`config.mk`:
```
export PLATFORM = sky130hd
export DESIGN_NAME = ipv4_lpm_forward_decision_unit
export DESIGN_NICKNAME = d
export VERILOG_FILES = /design/src/hw/rtl/lpmfd_pkg.sv /design/src/hw/rtl/lpmfd_ram.sv /design/src/hw/rtl/lpmfd_ctrl.sv /design/src/hw/rtl/lpmfd_dp.sv /design/src/hw/rtl/ipv4_lpm_forward_decision_unit.sv
export SDC_FILE = /design/constraint.sdc
export NUM_CORES = 2
export LEC_CHECK = 0
export BUFFER_PORTS_ARGS = -buffer_cell sky130_fd_sc_hd__buf_2
export CAP_MARGIN = 20
export CORE_AREA = 3 3 464 466
export CTS_CLUSTER_SIZE = 40
export DETAILED_ROUTE_END_ITERATION = 10
export DIE_AREA = 0 0 467 469
export PLACE_DENSITY_LB_ADDON = 0.08
export SYNTH_ARGS = -nofsm -noshare
export SYNTH_HDL_FRONTEND = slang
export SYNTH_HIERARCHICAL = 1
export SYNTH_SLANG_ARGS = --single-unit
```
`constraint.sdc`:
```
create_clock -name i_clk -period 13 [get_ports i_clk]
set_input_delay 0.65 -clock i_clk [delete_from_list [all_inputs] [get_ports i_clk]]
set_output_delay 0.65 -clock i_clk [all_outputs]
set_load 0.03 [all_outputs]
```
`src/hw/rtl/lpmfd_pkg.sv`:
```
// types, constants and defaults of the forward decision unit
`timescale 1ns / 1ps

package lpmfd_pkg;

    localparam int ENTRIES_DEF = 16;
    localparam int PORTS_DEF   = 16;

    localparam logic [1:0] VERDICT_FORWARD      = 2'd0;
    localparam logic [1:0] VERDICT_TTL_EXCEEDED = 2'd1;
    localparam logic [1:0] VERDICT_NET_UNREACH  = 2'd2;
    localparam logic [1:0] VERDICT_WRITE_DONE   = 2'd3;

    localparam logic REQ_WRITE   = 1'b0;
    localparam logic REQ_FORWARD = 1'b1;

    // lowest ttl that may still be forwarded is one above this
    localparam logic [7:0] TTL_LIMIT = 8'd1;

    typedef struct packed {
        logic        req_type;
        logic [3:0]  entry_slot;
        logic        entry_valid;
        logic [31:0] entry_prefix;
        logic [31:0] entry_netmask;
        logic [31:0] entry_gateway;
        logic [3:0]  entry_port;
        logic [31:0] pkt_dst;
        logic [7:0]  pkt_ttl;
    } t_req;

    typedef struct packed {
        logic [1:0]  verdict;
        logic [31:0] hop_addr;
        logic [3:0]  out_port;
        logic [7:0]  new_ttl;
    } t_result;

    // one route as held in the table ram
    typedef struct packed {
        logic [31:0] prefix;
        logic [31:0] netmask;
        logic [31:0] gateway;
        logic [3:0]  port;
    } t_route;

    localparam int ROUTE_W = $bits(t_route);

    typedef struct packed {
        logic load;
        logic wr_en;
        logic rd_en;
        logic cmp_en;
        logic emit;
    } t_dp_cmd;

    typedef struct packed {
        logic is_write;
        logic ttl_expired;
    } t_dp_status;

endpackage

```
`src/hw/rtl/lpmfd_ram.sv`:
```
// generic single write port ram with registered read
`timescale 1ns / 1ps

module lpmfd_ram #(
    parameter int WIDTH = 8,
    parameter int DEPTH = 16,
    localparam int AW = (DEPTH > 1) ? $clog2(DEPTH) : 1
) (
    input  logic             i_clk,
    input  logic             i_we,
    input  logic [AW-1:0]    i_waddr,
    input  logic [WIDTH-1:0] i_wdata,
    input  logic             i_re,
    input  logic [AW-1:0]    i_raddr,
    output logic [WIDTH-1:0] o_rdata
);

    logic [WIDTH-1:0] r_mem [DEPTH];
    logic [WIDTH-1:0] r_rdata;

    always_ff @(posedge i_clk) begin
        if (i_we) begin
            r_mem[i_waddr] <= i_wdata;
        end
        if (i_re) begin
            r_rdata <= r_mem[i_raddr];
        end
    end

    assign o_rdata = r_rdata;

endmodule

```
`src/hw/rtl/lpmfd_ctrl.sv`:
```
// sequencer for write, ttl check and table scan
`timescale 1ns / 1ps

module lpmfd_ctrl import lpmfd_pkg::*; #(
    parameter int ENTRIES = ENTRIES_DEF,
    localparam int AW = (ENTRIES > 1) ? $clog2(ENTRIES) : 1
) (
    input  logic          i_clk,
    input  logic          i_rst_n,
    input  logic          i_start,
    input  t_dp_status    i_status,
    output t_dp_cmd       o_cmd,
    output logic [AW-1:0] o_rd_addr,
    output logic          o_busy
);

    localparam logic [2:0] ST_IDLE     = 3'd0;
    localparam logic [2:0] ST_DISPATCH = 3'd1;
    localparam logic [2:0] ST_SCAN     = 3'd2;
    localparam logic [2:0] ST_LAST     = 3'd3;
    localparam logic [2:0] ST_RESP     = 3'd4;

    localparam logic [AW-1:0] LAST_IDX = AW'(ENTRIES - 1);

    logic [2:0]    r_state, n_state;
    logic [AW-1:0] r_idx, n_idx;
    logic          r_cmp_en, n_cmp_en;

    always_comb begin
        n_state  = r_state;
        n_idx    = r_idx;
        n_cmp_en = 1'b0;
        o_cmd    = '0;
        case (r_state)
            ST_IDLE: begin
                if (i_start) begin
                    o_cmd.load = 1'b1;
                    n_state    = ST_DISPATCH;
                end
            end
            ST_DISPATCH: begin
                n_idx = '0;
                if (i_status.is_write) begin
                    o_cmd.wr_en = 1'b1;
                    n_state     = ST_RESP;
                end else if (i_status.ttl_expired) begin
                    n_state = ST_RESP;
                end else begin
                    n_state = ST_SCAN;
                end
            end
            ST_SCAN: begin
                o_cmd.rd_en = 1'b1;
                o_cmd.cmp_en = r_cmp_en;
                n_cmp_en    = 1'b1;
                if (r_idx == LAST_IDX) begin
                    n_state = ST_LAST;
                end else begin
                    n_idx = r_idx + 1'b1;
                end
            end
            ST_LAST: begin
                o_cmd.cmp_en = r_cmp_en;
                n_state      = ST_RESP;
            end
            ST_RESP: begin
                o_cmd.emit = 1'b1;
                n_state    = ST_IDLE;
            end
            default: begin
                n_state = ST_IDLE;
            end
        endcase
    end

    always_ff @(posedge i_clk) begin
        if (!i_rst_n) begin
            r_state  <= ST_IDLE;
            r_idx    <= '0;
            r_cmp_en <= 1'b0;
        end else begin
            r_state  <= n_state;
            r_idx    <= n_idx;
            r_cmp_en <= n_cmp_en;
        end
    end

    assign o_rd_addr = r_idx;
    assign o_busy    = (r_state != ST_IDLE);

endmodule

```
`src/hw/rtl/lpmfd_dp.sv`:
```
// route table, best match registers and result register
`timescale 1ns / 1ps

module lpmfd_dp import lpmfd_pkg::*; #(
    parameter int ENTRIES = ENTRIES_DEF,
    parameter int PORTS   = PORTS_DEF,
    localparam int AW = (ENTRIES > 1) ? $clog2(ENTRIES) : 1
) (
    input  logic          i_clk,
    input  logic          i_rst_n,
    input  t_req          i_req,
    input  t_dp_cmd       i_cmd,
    input  logic [AW-1:0] i_rd_addr,
    output t_dp_status    o_status,
    output t_result       o_result,
    output logic          o_done
);

    t_req             r_req;
    logic [ENTRIES-1:0] r_valid;
    logic             r_rd_vld;
    logic             r_found;
    logic [31:0]      r_best_mask;
    logic [31:0]      r_best_gw;
    logic [3:0]       r_best_port;
    t_result          r_result, n_result;
    logic             r_done;

    logic [8:0]       slot_ext;
    logic [8:0]       port_ext;
    logic             wr_ok;
    logic             ram_we;
    t_route           wr_route;
    t_route           rd_route;
    logic             hit;
    logic             better;

    // write is dropped when slot lies beyond the table or port beyond PORTS
    assign slot_ext = {5'b0, r_req.entry_slot};
    assign port_ext = {5'b0, r_req.entry_port};
    assign wr_ok    = (slot_ext < 9'(ENTRIES)) && (port_ext < 9'(PORTS));
    assign ram_we   = i_cmd.wr_en && wr_ok;

    assign wr_route.prefix  = r_req.entry_prefix;
    assign wr_route.netmask = r_req.entry_netmask;
    assign wr_route.gateway = r_req.entry_gateway;
    assign wr_route.port    = r_req.entry_port;

    lpmfd_ram #(
        .WIDTH (ROUTE_W),
        .DEPTH (ENTRIES)
    ) u_table (
        .i_clk   (i_clk),
        .i_we    (ram_we),
        .i_waddr (slot_ext[AW-1:0]),
        .i_wdata (wr_route),
        .i_re    (i_cmd.rd_en),
        .i_raddr (i_rd_addr),
        .o_rdata (rd_route)
    );

    // strictly larger mask replaces, so the lowest index keeps a tie
    assign hit    = r_rd_vld &&
                    (((r_req.pkt_dst ^ rd_route.prefix) & rd_route.netmask) == 32'd0);
    assign better = !r_found || (r_best_mask < rd_route.netmask);

    assign o_status.is_write    = (r_req.req_type == REQ_WRITE);
    assign o_status.ttl_expired = (r_req.pkt_ttl <= TTL_LIMIT);

    always_comb begin
        n_result.verdict  = VERDICT_WRITE_DONE;
        n_result.hop_addr = '0;
        n_result.out_port = '0;
        n_result.new_ttl  = r_req.pkt_ttl;
        if (r_req.req_type == REQ_WRITE) begin
            n_result.verdict = VERDICT_WRITE_DONE;
        end else if (o_status.ttl_expired) begin
            n_result.verdict = VERDICT_TTL_EXCEEDED;
        end else if (!r_found) begin
            n_result.verdict = VERDICT_NET_UNREACH;
        end else begin
            n_result.verdict  = VERDICT_FORWARD;
            n_result.hop_addr = (r_best_gw != 32'd0) ? r_best_gw : r_req.pkt_dst;
            n_result.out_port = r_best_port;
            n_result.new_ttl  = r_req.pkt_ttl - 8'd1;
        end
    end

    always_ff @(posedge i_clk) begin
        if (!i_rst_n) begin
            r_valid <= '0;
            r_found <= 1'b0;
            r_done  <= 1'b0;
        end else begin
            r_done <= i_cmd.emit;
            if (ram_we) begin
                r_valid[slot_ext[AW-1:0]] <= r_req.entry_valid;
            end
            if (i_cmd.load) begin
                r_found <= 1'b0;
            end else if (i_cmd.cmp_en && hit && better) begin
                r_found <= 1'b1;
            end
        end
    end

    always_ff @(posedge i_clk) begin
        if (i_cmd.load) begin
            r_req <= i_req;
        end
        if (i_cmd.rd_en) begin
            r_rd_vld <= r_valid[i_rd_addr];
        end
        if (i_cmd.cmp_en && hit && better) begin
            r_best_mask <= rd_route.netmask;
            r_best_gw   <= rd_route.gateway;
            r_best_port <= rd_route.port;
        end
        if (i_cmd.emit) begin
            r_result <= n_result;
        end
    end

    assign o_result = r_result;
    assign o_done   = r_done;

endmodule

```
`src/hw/rtl/ipv4_lpm_forward_decision_unit.sv`:
```
// top level of the ipv4 longest prefix match forward decision unit
//
//  channel   | handshake        | payload   | direction
//  ----------+------------------+-----------+----------
//  request   | start / busy     | i_req     | in
//  result    | o_done (strobe)  | o_result  | out
//
// a transaction is taken at the edge where start is high and busy is low
// lookup: dispatch, a scan that reads one route per cycle through the single
//   ram read port, a last compare and the response before the next acceptance
// write and ttl exceeded: dispatch then response, no scan
// synchronous active low reset clears the valid bits and the sequencer
// the result is shown for exactly one cycle on o_done; the receiver cannot stall
`timescale 1ns / 1ps

module ipv4_lpm_forward_decision_unit import lpmfd_pkg::*; #(
    parameter int ENTRIES = ENTRIES_DEF,
    parameter int PORTS   = PORTS_DEF
) (
    input  logic    i_clk,
    input  logic    i_rst_n,
    input  logic    start,
    output logic    busy,
    input  t_req    i_req,
    output logic    o_done,
    output t_result o_result
);

    localparam int AW = (ENTRIES > 1) ? $clog2(ENTRIES) : 1;

    // command and status between sequencer and datapath
    t_dp_cmd       cmd;
    t_dp_status    status;
    logic [AW-1:0] rd_addr;

    // sequencer: dispatch, for lookups one route per scan step and a last compare, then response
    lpmfd_ctrl #(
        .ENTRIES (ENTRIES)
    ) u_ctrl (
        .i_clk     (i_clk),
        .i_rst_n   (i_rst_n),
        .i_start   (start),
        .i_status  (status),
        .o_cmd     (cmd),
        .o_rd_addr (rd_addr),
        .o_busy    (busy)
    );

    // datapath: route table ram, valid bits, best match and result register
    lpmfd_dp #(
        .ENTRIES (ENTRIES),
        .PORTS   (PORTS)
    ) u_dp (
        .i_clk     (i_clk),
        .i_rst_n   (i_rst_n),
        .i_req     (i_req),
        .i_cmd     (cmd),
        .i_rd_addr (rd_addr),
        .o_status  (status),
        .o_result  (o_result),
        .o_done    (o_done)
    );

endmodule

```
==> out/qor.csv <==
stage;metric;value;unit
worst_hold_path;hold_path_class;input port to flip-flop;
synth;synthFlopType;edfxtp_1;
synth;synth.yosys.warnings;6;
global_routing;grt_pass1_vias;36646;
finish;final_common_cell;edfxtp_1;
clock_tree;cts.repair.resized;0;
critical_path;cp.arrival;5.19;ns
power_and_ir_drop;vdd_drop_max;0.147;mV
die;initial_utilization;0.349;
placed_design;io_buffers;196;
synth;netlist_area;0.0738;sq mm
placed_design;place.gp.congestion;0.770;
detailed_routing;drt-initial-drc-count;2875;
critical_path;endpoint_kind;flip-flop;
synth;synth_seq_cells;1987;
detailed_routing;num_vias;35245;
finish;area_growth;17.5;%
finish;nNetsFinal;3874;
detailed_routing;remaining_drc_errors;0;
critical_path;worstReg2RegEnd;u_dp/u_table/r_mem[2][44];
power_and_ir_drop;p_leak;26.8;nW
global_routing;grt_max_degree;129;
global_routing;grt_first_pass_wirelength;290000;um
run_status;status;complete, no violations;
critical_path;path_max_fanout;37;
critical_path;critical_path_required;13.44;ns
timing;min_period;4.75;ns
synth;yosysSeqAreaShare;0.805;
critical_path;reg2regPathDepth;7;
synth;synthAdderAreaFrac;0.00576;
timing;hold_violations;0;
finish;drive_above_1_share;0.257;
die;dieWidth;467;um
global_routing;antenna_found_initial;7;
clock_tree;numCtsBuffers;212;
timing;slew_viol_final;0;
clock_tree;clk_latency;0.84;ns
synth;muxShareOfSynthArea;0.125;
global_routing;grt_overflow_total;0;
clock_tree;clk_pin_slew_worst_paths;0.06;ns
clock_tree;cts.sinks;1987;
flow_run;max_cap_violations;0;
synth;synth_compound_area_frac;0.0300;
synth;syn_avg_cell_area;22.7;sq um
synth;synth-edff-count;1961;
detailed_routing;wl;208000;um
die;die_h;469;um
synth;syn_inst;3256;
detailed_routing;routedWlPerCell;31.1;um
synth;ys_async_sr_fraction;0;
die;design.core.area;0.212;sq mm
clock_tree;hold_buffers;119;
finish;fin_util;0.410;
die;num_rows;169;
clock_tree;root_buffer;clkbuf_16;
timing;skew;0.0484;ns
clock_tree;post-cts-setup-buffers;0;
critical_path;r2r_slack;8.25;ns
synth;synth_cell_types;61;
synth;synth_nets;3439;
critical_path;worstSetupPathType;flip-flop to flip-flop;
finish;final_cell_mix;1961 x edfxtp_1, 405 x mux4_2, 215 x clkbuf_16;
clock_tree;clockBufferDepth;3;
synth;synthSimpleGateAreaFrac;0.0179;
die;io_pins;197;
clock_tree;htree_num_levels;4;
critical_path;rr_startpoint;u_ctrl/r_state[0];
timing;setup_violations;0;
finish;fin_cells;6695;
timing;fmax;0.210;GHz
synth;synthXorXnorAreaFrac;0.00415;
synth;synth_top_family_by_area;multiplexers;
timing;tns;0;ns
timing;timing.slew.headroom;0.284;
critical_path;critPathLaunch;u_ctrl/r_state[0];
timing;worstMarginPinSlew;1.07;ns
detailed_routing;dr.pass1.iters;7;
global_routing;grt.total_usage;0.189;
critical_path;critPathLaunchType;flip-flop;
detailed_routing;vias_per_cell;5.26;
detailed_routing;drtAntennaViolNets;0;
timing;fin_crit_sh;0.366;
power_and_ir_drop;p_per_area;159;mW/mm^2
die;die_area;0.219;sq mm
placed_design;place_inst;6178;
critical_path;worstSetupEndpoint;u_dp/u_table/r_mem[2][44];
clock_tree;cts_tree;built;
timing;rsz0062_at_grt;no;
placed_design;place_hpwl;108000;um
==> logic make-up after synthesis <==
family	after synthesis
multiplexers	413
AND/OR/NAND/NOR	286
AO/OA/AOI/OAI	314
XOR/XNOR	35
flip-flops	1987
adder cells (fa/ha/maj)	34
buffers and inverters	187
==> stage by stage <==
| step | power [mW] | hold slack, ns | area [sq um] | setup slack [ns] |
|---|---|---|---|---|
| floorplan | 7.55 | 0.400 | 73800 | 3.84 |
| global placement | 7.71 | 0.412 | 78400 | 8.17 |
| detailed placement | 7.72 | 0.405 | 78400 | 8.15 |
| CTS | 14.0 | 0.00508 | 86700 | 8.14 |
| global route | 14.3 | 0.00901 | 86700 | 8.04 |
| finish | 13.8 | 0.0848 | 86700 | 8.25 |
==> synth_stat cells, types with 8 or more instances <==
| master | n | share of area |
|---|---|---|
| xor2_1 | 17 | 0.0020 |
| o22ai_1 | 8 | 0.00068 |
| nand4_1 | 9 | 0.00076 |
| a22oi_1 | 202 | 0.021 |
| mux2i_1 | 8 | 0.0011 |
| nor2_1 | 65 | 0.0033 |
| nor4_1 | 10 | 0.00085 |
| nor3_1 | 13 | 0.00088 |
| nor2b_1 | 8 | 0.00068 |
| a21oi_1 | 48 | 0.0033 |
| nand3_1 | 13 | 0.00088 |
| edfxtp_1 | 1961 | 0.80 |
| ha_1 | 34 | 0.0058 |
| nand2b_1 | 8 | 0.00068 |
| a21boi_0 | 10 | 0.0010 |
| dfxtp_1 | 26 | 0.0071 |
| buf_4 | 41 | 0.0042 |
| clkbuf_1 | 56 | 0.0028 |
| o21ai_0 | 17 | 0.0012 |
| xnor2_1 | 18 | 0.0021 |
| buf_2 | 42 | 0.0028 |
| mux4_2 | 405 | 0.12 |
| nand2_1 | 127 | 0.0065 |
| inv_1 | 38 | 0.0019 |
==> registers in the layout, indices dropped and copies added, names as in the netlist, 3 cells and up <==
| register | cells |
|---|---|
| u_dp/u_table/r_mem | 1600 |
| u_dp/port_ext | 4 |
| u_dp/r_valid | 16 |
| u_ctrl/o_rd_addr | 4 |
| u_dp/r_best_port | 4 |
| u_dp/u_table/o_rdata | 100 |
| u_dp/r_best_mask | 32 |
| u_dp/r_req | 142 |
| u_ctrl/r_state | 3 |
| u_dp/o_result | 46 |
| u_dp/r_best_gw | 32 |
==> final cells by class <==
class / instances / area, sq um
multi-input combinational: 1082 / 13600
tap: 2821 / 3530
inverter: 39 / 151
antenna: 4 / 10.0
timing repair buffer: 369 / 2820
clock inverter: 141 / 1630
clock buffer: 252 / 5520
fill: 18439 / 125000
sequential: 1987 / 59400
==> worst min path at each step <==
stage | start | end | depth (start not counted)
floorplan | u_dp/u_table/o_rdata[4] | u_dp/r_best_gw[0] | 0
global placement | u_dp/u_table/o_rdata[24] | u_dp/r_best_gw[20] | 0
detailed placement | u_dp/u_table/o_rdata[8] | u_dp/r_best_gw[4] | 0
CTS | i_req[64] | u_dp/r_req[64] | 1
global route | i_req[23] | u_dp/r_req[23] | 1
finish | i_req[23] | u_dp/r_req[23] | 1
==> per-layer routing <==
metal  GRT usage  share of wire  up-vias
met4      0.0563          0.028        0
met5           0              0        -
li1            -              -    14611
met2       0.315           0.49      909
met1       0.261           0.44    19429
met3      0.0257          0.040      296
==> critical path, stage by stage (launching register included) <==
cell and delay (ns):
dfxtp_1 0.51, or3b_2 0.51, nor2_1 0.42, or3b_2 0.61, nor2_4 0.11, buf_4 0.63
buf_4 0.73, buf_4 0.75
==> report_power, final <==
part | switching [mW] | internal (mW) | total, mW
Combinational | 0.187 | 0.142 | 0.329
Clock | 2.48 | 3.71 | 6.19
Sequential | 0.128 | 7.15 | 7.27
No activity file was read; power rests on OpenSTA's default activity.
